$ cat src/rtl/assert_macros.svh
// assertion helpers shared by the rtl, clocked on i_clk, held off during reset
`ifndef ASSERT_MACROS_SVH
`define ASSERT_MACROS_SVH

// same-cycle implication
`define ASSERT_IMPL(lbl, ante, cons) \
    lbl: assert property (@(posedge i_clk) disable iff (!i_rst_n) (ante) |-> (cons)) \
        else $error("assertion failed");

// next-cycle implication
`define ASSERT_NEXT(lbl, ante, cons) \
    lbl: assert property (@(posedge i_clk) disable iff (!i_rst_n) (ante) |=> (cons)) \
        else $error("assertion failed");

`endif

$ cat src/rtl/crc_pkg.sv
package crc_pkg;

    // offset, size and total width; all byte arithmetic wraps at this width
    localparam int OFS_W      = 64;
    localparam int CHUNK_W    = 32;
    localparam int ELEM_W     = 16;
    localparam int ROWS_W     = 48;
    localparam int RPC_W      = 32;
    localparam int LIMIT_W    = 32;
    localparam int GAP_W      = 32;
    localparam int CFG_IDX_W  = 3;
    localparam int CFG_DATA_W = 48;

    // shared multiplier: 32 x 16 into a 64 bit accumulator
    localparam int MUL_A_W = 32;
    localparam int MUL_B_W = 16;
    localparam int PROD_W  = MUL_A_W + MUL_B_W;
    localparam int ACC_W   = 64;

    localparam logic MODE_CHUNK  = 1'b0;
    localparam logic MODE_FINISH = 1'b1;

    localparam logic LAYOUT_META   = 1'b0;
    localparam logic LAYOUT_STRIDE = 1'b1;

    typedef enum logic [CFG_IDX_W-1:0] {
        REG_LAYOUT     = 3'd0,
        REG_ELEM_SIZE  = 3'd1,
        REG_TOTAL_ROWS = 3'd2,
        REG_ROWS_PER   = 3'd3,
        REG_LIMIT      = 3'd4,
        REG_MAX_GAP    = 3'd5
    } t_cfg_idx;

    typedef enum logic [1:0] {
        SH_0  = 2'd0,
        SH_16 = 2'd1,
        SH_32 = 2'd2
    } t_shift;

    // accumulator control from the sequencer
    typedef struct packed {
        logic   clr;
        logic   en;
        t_shift sh;
    } t_mac_ctl;

    typedef enum logic [4:0] {
        S_IDLE,
        S_M0, S_M1, S_M2,
        S_F0, S_F1, S_F2, S_RNG,
        S_O0, S_O1, S_O2,
        S_S0, S_S1, S_S2, S_S3,
        S_MERGE, S_CMP, S_UPD, S_EMIT, S_FIN
    } t_state;

endpackage

$ cat src/rtl/crc_mac.sv
module crc_mac (
    input  logic                          i_clk,
    input  logic [crc_pkg::MUL_A_W-1:0]   i_a,
    input  logic [crc_pkg::MUL_B_W-1:0]   i_b,
    input  crc_pkg::t_mac_ctl             i_ctl,
    output logic [crc_pkg::ACC_W-1:0]     o_acc
);

    logic [crc_pkg::PROD_W-1:0] r_prod;
    logic [crc_pkg::ACC_W-1:0]  r_acc;
    logic [crc_pkg::ACC_W-1:0]  w_addend;
    logic [crc_pkg::ACC_W-1:0]  w_base;

    // registered product, one multiply a cycle
    always_ff @(posedge i_clk) begin
        r_prod <= crc_pkg::PROD_W'(i_a) * crc_pkg::PROD_W'(i_b);
    end

    // place the partial product, upper bits wrap away
    always_comb begin
        case (i_ctl.sh)
            crc_pkg::SH_0:  w_addend = crc_pkg::ACC_W'(r_prod);
            crc_pkg::SH_16: w_addend = crc_pkg::ACC_W'({r_prod, 16'd0});
            crc_pkg::SH_32: w_addend = {r_prod[crc_pkg::ACC_W-33:0], 32'd0};
            default:        w_addend = '0;
        endcase
        w_base = i_ctl.clr ? '0 : r_acc;
    end

    // accumulate
    always_ff @(posedge i_clk) begin
        if (i_ctl.en) begin
            r_acc <= w_base + w_addend;
        end
    end

    assign o_acc = r_acc;

endmodule

$ cat src/rtl/chunk_range_coalescer_unit.sv
// Chunk range coalescer. Takes ascending surviving chunk numbers (mode 0) and
// a finish word (mode 1), turns each chunk into a byte range, merges ranges
// whose start lies within the gap limit of the pending range end, and emits a
// range word whenever the pending range is pushed out; finish always emits
// one word carrying the pending range (if any) and the compacted total, then
// clears the plan. All byte products are formed on one shared 32x16 multiplier
// with a 64 bit accumulator under a small sequencer, so one word is in flight
// at a time. The metadata layout forms one product; the fixed-stride layout
// forms two chained multi-part products and a size product, and drops a chunk
// past the end once its first row is known. An emit or a finish waits only
// while the output register is still full. A finished result sits in an output
// register, so a new word is taken while it waits; a new result stalls only if
// that register is still full. Configuration is to be written only while the
// block is idle; the block itself does not enforce this.
`include "assert_macros.svh"

module chunk_range_coalescer_unit (
    input  logic                              i_clk,
    input  logic                              i_rst_n,
    // configuration
    input  logic                              i_cfg_we,
    input  logic [crc_pkg::CFG_IDX_W-1:0]     i_cfg_index,
    input  logic [crc_pkg::CFG_DATA_W-1:0]    i_cfg_data,
    // input words
    input  logic                              i_in_valid,
    output logic                              o_in_ready,
    input  logic                              i_mode,
    input  logic [crc_pkg::CHUNK_W-1:0]       i_chunk_index,
    // result words
    output logic                              o_out_valid,
    input  logic                              i_out_ready,
    output logic                              o_range_valid,
    output logic [crc_pkg::OFS_W-1:0]         o_range_offset,
    output logic [crc_pkg::OFS_W-1:0]         o_range_size,
    output logic                              o_is_final,
    output logic [crc_pkg::OFS_W-1:0]         o_total_bytes
);

    localparam int OW = crc_pkg::OFS_W;

    // configuration registers
    logic                           r_layout;
    logic [crc_pkg::ELEM_W-1:0]     r_elem;
    logic [crc_pkg::ROWS_W-1:0]     r_total_rows;
    logic [crc_pkg::RPC_W-1:0]      r_rpc;
    logic [crc_pkg::LIMIT_W-1:0]    r_limit;
    logic [crc_pkg::GAP_W-1:0]      r_max_gap;

    // sequencer and working registers
    crc_pkg::t_state                r_state, n_state;
    logic [crc_pkg::CHUNK_W-1:0]    r_chunk, n_chunk;
    logic [crc_pkg::ROWS_W-1:0]     r_rows, n_rows;
    logic [OW-1:0]                  r_ofs, n_ofs;
    logic [OW-1:0]                  r_size, n_size;
    logic [OW-1:0]                  r_end, n_end;
    logic [OW-1:0]                  r_new_end, n_new_end;

    // plan state
    logic                           r_pend_valid, n_pend_valid;
    logic [OW-1:0]                  r_pend_ofs, n_pend_ofs;
    logic [OW-1:0]                  r_pend_size, n_pend_size;
    logic [OW-1:0]                  r_total, n_total;

    // output register
    logic                           r_out_valid;
    logic                           r_o_range_valid, n_o_range_valid;
    logic [OW-1:0]                  r_o_range_ofs, n_o_range_ofs;
    logic [OW-1:0]                  r_o_range_size, n_o_range_size;
    logic                           r_o_is_final, n_o_is_final;
    logic [OW-1:0]                  r_o_compacted, n_o_compacted;
    logic                           w_out_load;

    // shared multiplier
    logic [crc_pkg::MUL_A_W-1:0]    w_mul_a;
    logic [crc_pkg::MUL_B_W-1:0]    w_mul_b;
    crc_pkg::t_mac_ctl              w_mac_ctl;
    logic [crc_pkg::ACC_W-1:0]      w_acc;

    logic                           w_in_fire;
    logic                           w_out_free;
    logic [crc_pkg::ROWS_W-1:0]     w_rows_left;
    logic [OW-1:0]                  w_bound;
    logic                           w_fin_go;
    logic                           w_zero_skip;

    assign o_in_ready = (r_state == crc_pkg::S_IDLE);
    assign w_in_fire  = i_in_valid && o_in_ready;
    assign w_out_free = !r_out_valid || i_out_ready;

    crc_mac u_mac (
        .i_clk (i_clk),
        .i_a   (w_mul_a),
        .i_b   (w_mul_b),
        .i_ctl (w_mac_ctl),
        .o_acc (w_acc)
    );

    // configuration writes
    always_ff @(posedge i_clk) begin
        if (!i_rst_n) begin
            r_layout     <= crc_pkg::LAYOUT_META;
            r_elem       <= '0;
            r_total_rows <= '0;
            r_rpc        <= '0;
            r_limit      <= '0;
            r_max_gap    <= '0;
        end else if (i_cfg_we) begin
            case (crc_pkg::t_cfg_idx'(i_cfg_index))
                crc_pkg::REG_LAYOUT:     r_layout     <= i_cfg_data[0];
                crc_pkg::REG_ELEM_SIZE:  r_elem       <= i_cfg_data[crc_pkg::ELEM_W-1:0];
                crc_pkg::REG_TOTAL_ROWS: r_total_rows <= i_cfg_data[crc_pkg::ROWS_W-1:0];
                crc_pkg::REG_ROWS_PER:   r_rpc        <= i_cfg_data[crc_pkg::RPC_W-1:0];
                crc_pkg::REG_LIMIT:      r_limit      <= i_cfg_data[crc_pkg::LIMIT_W-1:0];
                crc_pkg::REG_MAX_GAP:    r_max_gap    <= i_cfg_data[crc_pkg::GAP_W-1:0];
                default: ;
            endcase
        end
    end

    // rows left from the first row of this chunk, and the merge bound
    assign w_rows_left = r_total_rows - w_acc[crc_pkg::ROWS_W-1:0];
    assign w_bound     = r_end + OW'(r_max_gap);

    // sequencer: next state, multiplier operands and datapath updates
    always_comb begin
        n_state         = r_state;
        n_chunk         = r_chunk;
        n_rows          = r_rows;
        n_ofs           = r_ofs;
        n_size          = r_size;
        n_end           = r_end;
        n_new_end       = r_new_end;
        n_pend_valid    = r_pend_valid;
        n_pend_ofs      = r_pend_ofs;
        n_pend_size     = r_pend_size;
        n_total         = r_total;
        n_o_range_valid = r_o_range_valid;
        n_o_range_ofs   = r_o_range_ofs;
        n_o_range_size  = r_o_range_size;
        n_o_is_final    = r_o_is_final;
        n_o_compacted   = r_o_compacted;
        w_out_load      = 1'b0;
        w_mul_a         = r_chunk;
        w_mul_b         = r_elem;
        w_mac_ctl       = '{clr: 1'b0, en: 1'b0, sh: crc_pkg::SH_0};

        case (r_state)
            crc_pkg::S_IDLE: begin
                if (w_in_fire) begin
                    n_chunk = i_chunk_index;
                    if (i_mode == crc_pkg::MODE_FINISH) begin
                        n_state = crc_pkg::S_FIN;
                    end else if (r_elem == '0) begin
                        n_state = crc_pkg::S_IDLE;
                    end else if (r_layout == crc_pkg::LAYOUT_META) begin
                        if (i_chunk_index < r_limit) begin
                            n_state = crc_pkg::S_M0;
                        end
                    end else if (r_rpc != '0) begin
                        n_state = crc_pkg::S_F0;
                    end
                end
            end

            // metadata layout: offset = chunk * element size
            crc_pkg::S_M0: begin
                n_state = crc_pkg::S_M1;
            end
            crc_pkg::S_M1: begin
                w_mac_ctl = '{clr: 1'b1, en: 1'b1, sh: crc_pkg::SH_0};
                n_state   = crc_pkg::S_M2;
            end
            crc_pkg::S_M2: begin
                n_ofs   = w_acc[OW-1:0];
                n_size  = OW'(r_elem);
                n_state = crc_pkg::S_MERGE;
            end

            // stride layout: first row = chunk * rows per chunk in two halves
            crc_pkg::S_F0: begin
                w_mul_b = r_rpc[15:0];
                n_state = crc_pkg::S_F1;
            end
            crc_pkg::S_F1: begin
                w_mul_b   = r_rpc[31:16];
                w_mac_ctl = '{clr: 1'b1, en: 1'b1, sh: crc_pkg::SH_0};
                n_state   = crc_pkg::S_F2;
            end
            crc_pkg::S_F2: begin
                w_mac_ctl = '{clr: 1'b0, en: 1'b1, sh: crc_pkg::SH_16};
                n_state   = crc_pkg::S_RNG;
            end
            // chunk past the end skipped; short last chunk clipped
            crc_pkg::S_RNG: begin
                if (w_acc >= crc_pkg::ACC_W'(r_total_rows)) begin
                    n_state = crc_pkg::S_IDLE;
                end else begin
                    n_rows  = (w_rows_left > crc_pkg::ROWS_W'(r_rpc)) ?
                              crc_pkg::ROWS_W'(r_rpc) : w_rows_left;
                    n_state = crc_pkg::S_O0;
                end
            end

            // offset = first row * element size, accumulator still holds first row
            crc_pkg::S_O0: begin
                w_mul_a = w_acc[31:0];
                n_state = crc_pkg::S_O1;
            end
            crc_pkg::S_O1: begin
                w_mul_a   = w_acc[63:32];
                w_mac_ctl = '{clr: 1'b1, en: 1'b1, sh: crc_pkg::SH_0};
                n_state   = crc_pkg::S_O2;
            end
            crc_pkg::S_O2: begin
                w_mac_ctl = '{clr: 1'b0, en: 1'b1, sh: crc_pkg::SH_32};
                n_state   = crc_pkg::S_S0;
            end

            // size = rows * element size
            crc_pkg::S_S0: begin
                n_ofs   = w_acc[OW-1:0];
                w_mul_a = r_rows[31:0];
                n_state = crc_pkg::S_S1;
            end
            crc_pkg::S_S1: begin
                w_mul_a   = crc_pkg::MUL_A_W'(r_rows[crc_pkg::ROWS_W-1:32]);
                w_mac_ctl = '{clr: 1'b1, en: 1'b1, sh: crc_pkg::SH_0};
                n_state   = crc_pkg::S_S2;
            end
            crc_pkg::S_S2: begin
                w_mac_ctl = '{clr: 1'b0, en: 1'b1, sh: crc_pkg::SH_32};
                n_state   = crc_pkg::S_S3;
            end
            crc_pkg::S_S3: begin
                n_size  = w_acc[OW-1:0];
                n_state = crc_pkg::S_MERGE;
            end

            // add to total, open a pending range or prepare the merge test
            crc_pkg::S_MERGE: begin
                n_total = r_total + r_size;
                if (r_size == '0) begin
                    n_state = crc_pkg::S_IDLE;
                end else if (!r_pend_valid) begin
                    n_pend_valid = 1'b1;
                    n_pend_ofs   = r_ofs;
                    n_pend_size  = r_size;
                    n_state      = crc_pkg::S_IDLE;
                end else begin
                    n_end     = r_pend_ofs + r_pend_size;
                    n_new_end = r_ofs + r_size;
                    n_state   = crc_pkg::S_CMP;
                end
            end
            // within the gap: keep the larger end, else push the pending range out
            crc_pkg::S_CMP: begin
                if (r_ofs <= w_bound) begin
                    n_end   = (r_end > r_new_end) ? r_end : r_new_end;
                    n_state = crc_pkg::S_UPD;
                end else begin
                    n_state = crc_pkg::S_EMIT;
                end
            end
            crc_pkg::S_UPD: begin
                n_pend_size = r_end - r_pend_ofs;
                n_state     = crc_pkg::S_IDLE;
            end
            crc_pkg::S_EMIT: begin
                if (w_out_free) begin
                    w_out_load      = 1'b1;
                    n_o_range_valid = 1'b1;
                    n_o_range_ofs   = r_pend_ofs;
                    n_o_range_size  = r_pend_size;
                    n_o_is_final    = 1'b0;
                    n_o_compacted   = '0;
                    n_pend_ofs      = r_ofs;
                    n_pend_size     = r_size;
                    n_state         = crc_pkg::S_IDLE;
                end
            end

            // flush the plan with its total and clear
            crc_pkg::S_FIN: begin
                if (w_out_free) begin
                    w_out_load      = 1'b1;
                    n_o_range_valid = r_pend_valid;
                    n_o_range_ofs   = r_pend_valid ? r_pend_ofs : '0;
                    n_o_range_size  = r_pend_valid ? r_pend_size : '0;
                    n_o_is_final    = 1'b1;
                    n_o_compacted   = r_total;
                    n_pend_valid    = 1'b0;
                    n_pend_ofs      = '0;
                    n_pend_size     = '0;
                    n_total         = '0;
                    n_state         = crc_pkg::S_IDLE;
                end
            end

            default: begin
                n_state = crc_pkg::S_IDLE;
            end
        endcase
    end

    // control and plan state
    always_ff @(posedge i_clk) begin
        if (!i_rst_n) begin
            r_state      <= crc_pkg::S_IDLE;
            r_pend_valid <= 1'b0;
            r_pend_ofs   <= '0;
            r_pend_size  <= '0;
            r_total      <= '0;
            r_out_valid  <= 1'b0;
        end else begin
            r_state      <= n_state;
            r_pend_valid <= n_pend_valid;
            r_pend_ofs   <= n_pend_ofs;
            r_pend_size  <= n_pend_size;
            r_total      <= n_total;
            if (w_out_load) begin
                r_out_valid <= 1'b1;
            end else if (i_out_ready) begin
                r_out_valid <= 1'b0;
            end
        end
    end

    // working and output payload
    always_ff @(posedge i_clk) begin
        r_chunk         <= n_chunk;
        r_rows          <= n_rows;
        r_ofs           <= n_ofs;
        r_size          <= n_size;
        r_end           <= n_end;
        r_new_end       <= n_new_end;
        r_o_range_valid <= n_o_range_valid;
        r_o_range_ofs   <= n_o_range_ofs;
        r_o_range_size  <= n_o_range_size;
        r_o_is_final    <= n_o_is_final;
        r_o_compacted   <= n_o_compacted;
    end

    assign o_out_valid    = r_out_valid;
    assign o_range_valid  = r_o_range_valid;
    assign o_range_offset = r_o_range_ofs;
    assign o_range_size   = r_o_range_size;
    assign o_is_final     = r_o_is_final;
    assign o_total_bytes  = r_o_compacted;

    // checks
    assign w_fin_go    = (r_state == crc_pkg::S_FIN) && w_out_free;
    assign w_zero_skip = w_in_fire && (i_mode == crc_pkg::MODE_CHUNK) && (r_elem == '0);

    `ASSERT_NEXT(a_fin_emits, w_fin_go, o_out_valid && o_is_final)
    `ASSERT_NEXT(a_fin_clears, w_fin_go, !r_pend_valid && r_total == '0)
    `ASSERT_IMPL(a_mid_word, o_out_valid && !o_is_final, o_range_valid && o_total_bytes == '0)
    `ASSERT_NEXT(a_zero_elem_skip, w_zero_skip, r_state == crc_pkg::S_IDLE)
    `ASSERT_IMPL(a_emit_has_pending, r_state == crc_pkg::S_EMIT || r_state == crc_pkg::S_UPD, r_pend_valid)

endmodule
$ cat config.mk
export PLATFORM = sky130hd
export DESIGN_NAME = chunk_range_coalescer_unit
export DESIGN_NICKNAME = d
export VERILOG_FILES = /design/src/rtl/crc_pkg.sv /design/src/rtl/crc_mac.sv /design/src/rtl/chunk_range_coalescer_unit.sv
export VERILOG_INCLUDE_DIRS = /design/src /design/src/rtl
export SDC_FILE = /design/constraint.sdc
export NUM_CORES = 2
export LEC_CHECK = 0
export CAP_MARGIN = 10
export CORE_MARGIN = 10
export CORE_UTILIZATION = 36
export CTS_CLUSTER_SIZE = 40
export DETAILED_ROUTE_END_ITERATION = 10
export DONT_BUFFER_PORTS = 1
export GPL_TIMING_DRIVEN = 0
export PLACE_DENSITY_LB_ADDON = 0.15
export SETUP_SLACK_MARGIN = 0.02
export SYNTH_ARGS = -nofsm -noshare
export SYNTH_HDL_FRONTEND = slang
export SYNTH_SLANG_ARGS = --single-unit
$ cat constraint.sdc
create_clock -name i_clk -period 13.35 [get_ports i_clk]
set_clock_uncertainty 0.05 [all_clocks]
set_input_delay 1.335 -clock i_clk [delete_from_list [all_inputs] [get_ports i_clk]]
set_output_delay 1.335 -clock i_clk [all_outputs]
set_load 0.01 [all_outputs]
Word-level counts from Yosys, hierarchy flattened
Cells that the tools add are included.
{"block": "totals", "reg_bits": 1002, "input_bits": 89, "elab_cells": 170}
{"block": "op_classes", "n_addsub": 7, "multipliers": 1, "n_lt_le_gt_ge": 5, "eq_ne": 37, "n_mux": 55, "bitwise_logic": 2, "n_reduce_logical": 37}
{"op": "64-bit 2-to-1 mux", "count": 19}
{"op": "64-bit one-hot mux with 2 select lines", "count": 6}
{"op": "64-bit one-hot mux with 3 select lines", "count": 2}
{"op": "64-bit adder", "count": 4}
{"op": "64-bit one-hot mux with 4 select lines", "count": 1}
{"op": "32-bit one-hot mux with 4 select lines", "count": 1}
{"op": "5-bit one-hot mux with 17 select lines", "count": 1}
{"op": "64-bit by 32-bit adder with 64-bit output", "count": 1}
{"op": "64-bit by 48-bit >= comparator with 1-bit output", "count": 1}
{"op": "64-bit > comparator", "count": 1}
{"op": "64-bit less-or-equal comparator", "count": 1}
{"op": "64-bit zero test", "count": 1}
{"op": "64-bit subtractor", "count": 1}
{"op": "48-bit by 32-bit > comparator with 1-bit output", "count": 1}
{"op": "32-bit by 16-bit multiplier with 48-bit output", "count": 1}
{"op": "48-bit subtractor", "count": 1}
{"op": "5-bit 2-to-1 mux", "count": 9}
{"op": "5-bit by 4-bit == test with 1-bit output (second input constant)", "count": 8}
{"op": "32-bit < comparator", "count": 1}
{"op": "32-bit 2-to-1 mux", "count": 1}
{"op": "16-bit one-hot mux with 2 select lines", "count": 1}
{"op": "32-bit nonzero test", "count": 1}
{"op": "5-bit by 3-bit == test with 1-bit output (second input constant)", "count": 4}
{"op": "5-bit == test (second input constant)", "count": 4}
{"op": "33 further kinds", "count": 72}

Depth between registers and ports, before layout
{"block": "depth", "ltp_word": 7, "mapped_depth": 36, "ltp_nobuf": 34}

Cells and area by module
From an unflattened synthesis, not the netlist that was laid out.
{"block": "unflattened", "cells_unflattened": 9324, "hier_area_um2": 82867.0}
{"mod": "chunk_range_coalescer_unit", "instances": 1, "cells_per_inst": 6574, "area_each_um2": 58924.0, "seq_area_each_um2": 23122.2}
{"mod": "crc_mac", "instances": 1, "cells_per_inst": 2750, "area_each_um2": 23943.0, "seq_area_each_um2": 2882.8}

Worst setup path after synthesis
OpenSTA, ideal clock, no wires.
{"block": "synth_timing", "path_kind": "input port to flip-flop", "startpoint": "input i_out_ready", "endpoint": "register r_pend_size[61]", "arrival_time_ns": 12.280, "required_ns": 13.168, "path_slack_ns": 0.888, "cell_stages": 8, "path_buffers": 0, "path_cell_list": "nor2b_1 -> nor2_1 -> a21oi_1 -> nand2_1 -> nand2_1 -> o211ai_1 -> nand2_1 -> or3b_2"}
{"block": "synth_between", "elab_chain_cells": 3, "word_cells_on_any_way": 4, "classes_between": "eq/ne: 2; reduce/logical: 2"}
{"item": "from (decl)", "line_no": "chunk_range_coalescer_unit.sv:31", "text": "input logic i_out_ready,"}
{"item": "1-bit logical OR (*)", "line_no": "chunk_range_coalescer_unit.sv:88", "text": "assign w_out_free = !r_out_valid || i_out_ready;"}
{"item": "2-bit inequality test (no source line)"}
{"item": "5-bit AND reduction (no source line) (*)"}
{"item": "to (signal assigned)", "line_no": "chunk_range_coalescer_unit.sv:318", "text": "r_pend_size <= n_pend_size;"}
{"item": "to (decl)", "line_no": "chunk_range_coalescer_unit.sv:61", "text": "logic [OW-1:0] r_pend_size, n_pend_size;"}
Mark *: on every way between the ends. The rest lies on a longest branch, timed or not.
A chain may end at the register's enable or synchronous reset.

Worst setup path in the final report
{"block": "layout_timing", "startpoint": "register r_state[2]", "endpoint": "register u_mac.r_prod[46] (netlist name)"}
{"block": "layout_between", "elab_chain_cells": 3, "word_cells_on_any_way": 9, "classes_between": "mul: 1; eq/ne: 6; mux: 2"}
{"item": "from (decl)", "line_no": "chunk_range_coalescer_unit.sv:50", "text": "crc_pkg::t_state r_state, n_state;"}
{"item": "from (signal assigned)", "line_no": "chunk_range_coalescer_unit.sv:308", "text": "r_state <= crc_pkg::S_IDLE;"}
{"item": "from (signal assigned)", "line_no": "chunk_range_coalescer_unit.sv:315", "text": "r_state <= n_state;"}
{"item": "5-bit by 4-bit == test with 1-bit output / 5-bit by 3-bit == test with 1-bit output (equally long branches)", "line_no": "chunk_range_coalescer_unit.sv:147", "text": "case (r_state)"}
{"item": "32-bit one-hot mux with 4 select lines / 16-bit one-hot mux with 2 select lines (equally long branches)", "line_no": "chunk_range_coalescer_unit.sv:147"}
{"item": "32-bit by 16-bit multiplier with 48-bit output (*)", "line_no": "crc_mac.sv:16", "text": "r_prod <= crc_pkg::PROD_W'(i_a) * crc_pkg::PROD_W'(i_b);"}
{"item": "to (signal assigned)", "line_no": "crc_mac.sv:16"}
{"item": "to (decl)", "line_no": "crc_mac.sv:9", "text": "logic [crc_pkg::PROD_W-1:0] r_prod;"}
Marks and branches as above.

==> results.sh <==
export IMPL_crit_path_end_kind="register"
export IMPL_drtPass1Iterations=7
export IMPL_setup_violations=0
export IMPL_initial_core_util_pct=36.3
export IMPL_crit_slowest_cell="a21oi_1"
export IMPL_postLayoutSetupSlackWorst_ns=1.95
export IMPL_area_growth_pct=11.2
export IMPL_fin_tns_setup_ns=0
export IMPL_core_area_sq_um=226000
export IMPL_syn_inst=9050
export IMPL_grt_pass1_vias=68500
export IMPL_fp_row_count=174
export IMPL_post_cts_buffers=0
export IMPL_cts_inserted_buffers=120
export IMPL_yosysSeqAreaShare_pct=31.8
export IMPL_tightest_slew_ns=1.48
export IMPL_antenna_found_initial=31
export IMPL_root_buffer="clkbuf_16"
export IMPL_drcViolationCount=0
export IMPL_cpPeakStageDelay_ns=0.94
export IMPL_synth_edff_count=594
export IMPL_timing_final_crit_period_ns=11.40
export IMPL_ios=285
export IMPL_drt_total_wl_um=348000
export IMPL_synth_cell_types=97
export IMPL_ant_nets=0
export IMPL_dp_cells=12100
export IMPL_arrival_ns=11.99
export IMPL_nNetsFinal=10500
export IMPL_synthArstFlopShare_pct=0
export IMPL_syn_area_per_cell_sq_um=9.04
export IMPL_path_clk_slew_ns=0.06
export IMPL_fin_util_pct=40.3
export IMPL_postSynth_topFlopCell="edfxtp_1"
export IMPL_worst_path_max_fanout=10
export IMPL_mostFrequentLayoutCell="nand2_1"
export IMPL_clockBufferDepth=3
export IMPL_grt_total_usage_pct=27.4
export IMPL_finalHoldViolations=0
export IMPL_final_cell_mix="1080 x nand2_1, 873 x inv_1, 753 x ha_1, 612 x nor2_1, 594 x edfxtp_1"
export IMPL_port_buffers=0
export IMPL_yosys_warnings=0
export IMPL_p_leak_nw=38.0
export IMPL_cp_common_cell="fa_1"
export IMPL_run_status="finished, final reports clean"
export IMPL_hold_buffers=0
export IMPL_die_h_um=497
export IMPL_peakVddDrop_mv=0.138
export IMPL_hp_class="register to register"
export IMPL_hold_slack_ns=0.411
export IMPL_maxCapViolCount=0
export IMPL_overflow=0
export IMPL_die_w_um=497
export IMPL_grt_setup_unrepaired="no"
export IMPL_hpwl_um=293000
export IMPL_start_kind="register"
export IMPL_netlist_area_sq_um=81800
export IMPL_drive_gt1_share_pct=4.56
export IMPL_tritoncts="built"
export IMPL_ys_ff_latch=1002
export IMPL_gp_routability_congestion=0.982
export IMPL_max_freq_ghz=0.0877
export IMPL_die_area_sq_um=247000
export IMPL_finalCritPeriodShare_pct=85.4
export IMPL_required_ns=13.93
export IMPL_grt_pass1_wl_um=490000
export IMPL_path_class="register to register"
export IMPL_cts_sinks=1002
export IMPL_vias_per_cell=5.55
export IMPL_postCtsResizedCells=0
export IMPL_p_per_area_nw_per_um2=166
export IMPL_clk_latency_ns=0.81
export IMPL_dp_slack_ns=2.16
export IMPL_routedWlPerCell_um=28.1
export IMPL_vias=68700
export IMPL_final_cells=12400
export IMPL_drv_slew=0
export IMPL_htree_num_levels=3
export IMPL_grt_max_degree=66
export IMPL_drt_iter0_drc=5775
export IMPL_max_slew_margin_rel_pct=1.29
-- power breakdown --
part           internal [W]  switching [W]  leakage [nW]
Combinational       0.00244        0.00445          27.2
Sequential          0.00391       0.000789          8.73
Clock               0.00207        0.00148          2.06
Total               0.00842        0.00671          38.0
-- metrics by stage --
step | instance area, sq um | power (W)
final | 91000 | 0.0151
after global routing | 91000 | 0.0160
after CTS | 90900 | 0.0151
after detailed placement | 86700 | 0.0115
after global placement | 85600 | 0.0114
after floorplan | 81900 | 0.00882
-- synth_stat cells, types with 16 or more instances --
library cell	number	area, sq um
o21bai_1	81	608
edfxtp_1	594	17800
o21a_1	62	465
mux2i_1	24	240
a221o_1	34	340
a31oi_1	53	332
inv_1	873	3280
a22oi_1	71	533
or2_2	16	100
nor3_1	64	320
nor2b_1	165	1030
or3_1	23	144
clkbuf_1	394	1480
nor4_1	77	482
o211ai_1	25	188
nand2_1	1081	4060
a21boi_0	240	1800
xnor2_1	279	2440
mux2_2	22	248
nor2_1	613	2300
and3_1	115	719
a22o_1	44	385
nand2b_1	83	519
dfxtp_1	408	8170
a211oi_1	27	203
xor2_1	159	1390
mux2_4	29	435
ha_1	753	9420
a222oi_1	16	160
nand4_1	129	807
a21oi_1	583	2920
a21o_1	385	2890
nand3_1	206	1030
nor3b_1	28	210
o31ai_1	31	233
a221oi_1	80	701
and2_1	191	1190
fa_1	425	8510
o21ai_0	328	1640
buf_1	16	60.1
-- cell families (layout without fill, tap and decap cells) --
group                    after synthesis  after routing  synth area share (%)
AO/OA/AOI/OAI                       2210           2210                  18.0
other                                  1             31               0.00458
XOR/XNOR                             438            438                  4.69
flip-flops                          1002           1002                  31.8
AND/OR/NAND/NOR                     2843           2843                  16.3
adder cells (fa/ha/maj)             1178           1178                  21.9
multiplexers                          75             75                  1.13
buffers and inverters               1303           1600                  6.14
-- area by class of cell --
type	instances	area (sq um)
antenna	15	37.5
buffer	429	1750
clock buffer	156	3380
inverter	874	3280
sequential	1002	26000
tap	2992	3740
multi-input combinational	6760	51100
clock inverter	74	891
timing repair buffer	67	818
fill	22900	135000
-- worst paths after layout --
check	startpoint	endpoint	slack [ns]	cells past startpoint
hold / removal	r_limit[14]	r_limit[14]	0.41	2
hold reg to reg	r_limit[14]	r_limit[14]	0.41	2
setup / recovery	r_state[2]	u_mac.r_prod[46]	1.95	31
setup reg to reg	r_state[2]	u_mac.r_prod[46]	1.95	31
-- metal layers --
| metal | up-vias | track usage (%) | routed length, um |
|---|---|---|---|
| li1 | 32000 | - | - |
| met2 | 2348 | 47.0 | 165000 |
| met5 | - | 0 | 25 |
| met3 | 530 | 3.20 | 19200 |
| met4 | 4 | 13.4 | 19400 |
| met1 | 33800 | 34.2 | 144000 |
-- worst max-delay path: cells and delay by family (launching register included) --
family	cells	cell delay, ns
adders and majority gates	7	3.49
DFF	1	0.31
and+or+nand+nor	6	2.03
buffers and inverters	7	2.02
AOI/OAI and AO/OA	11	3.31
(Power assumes the default switching activity.)
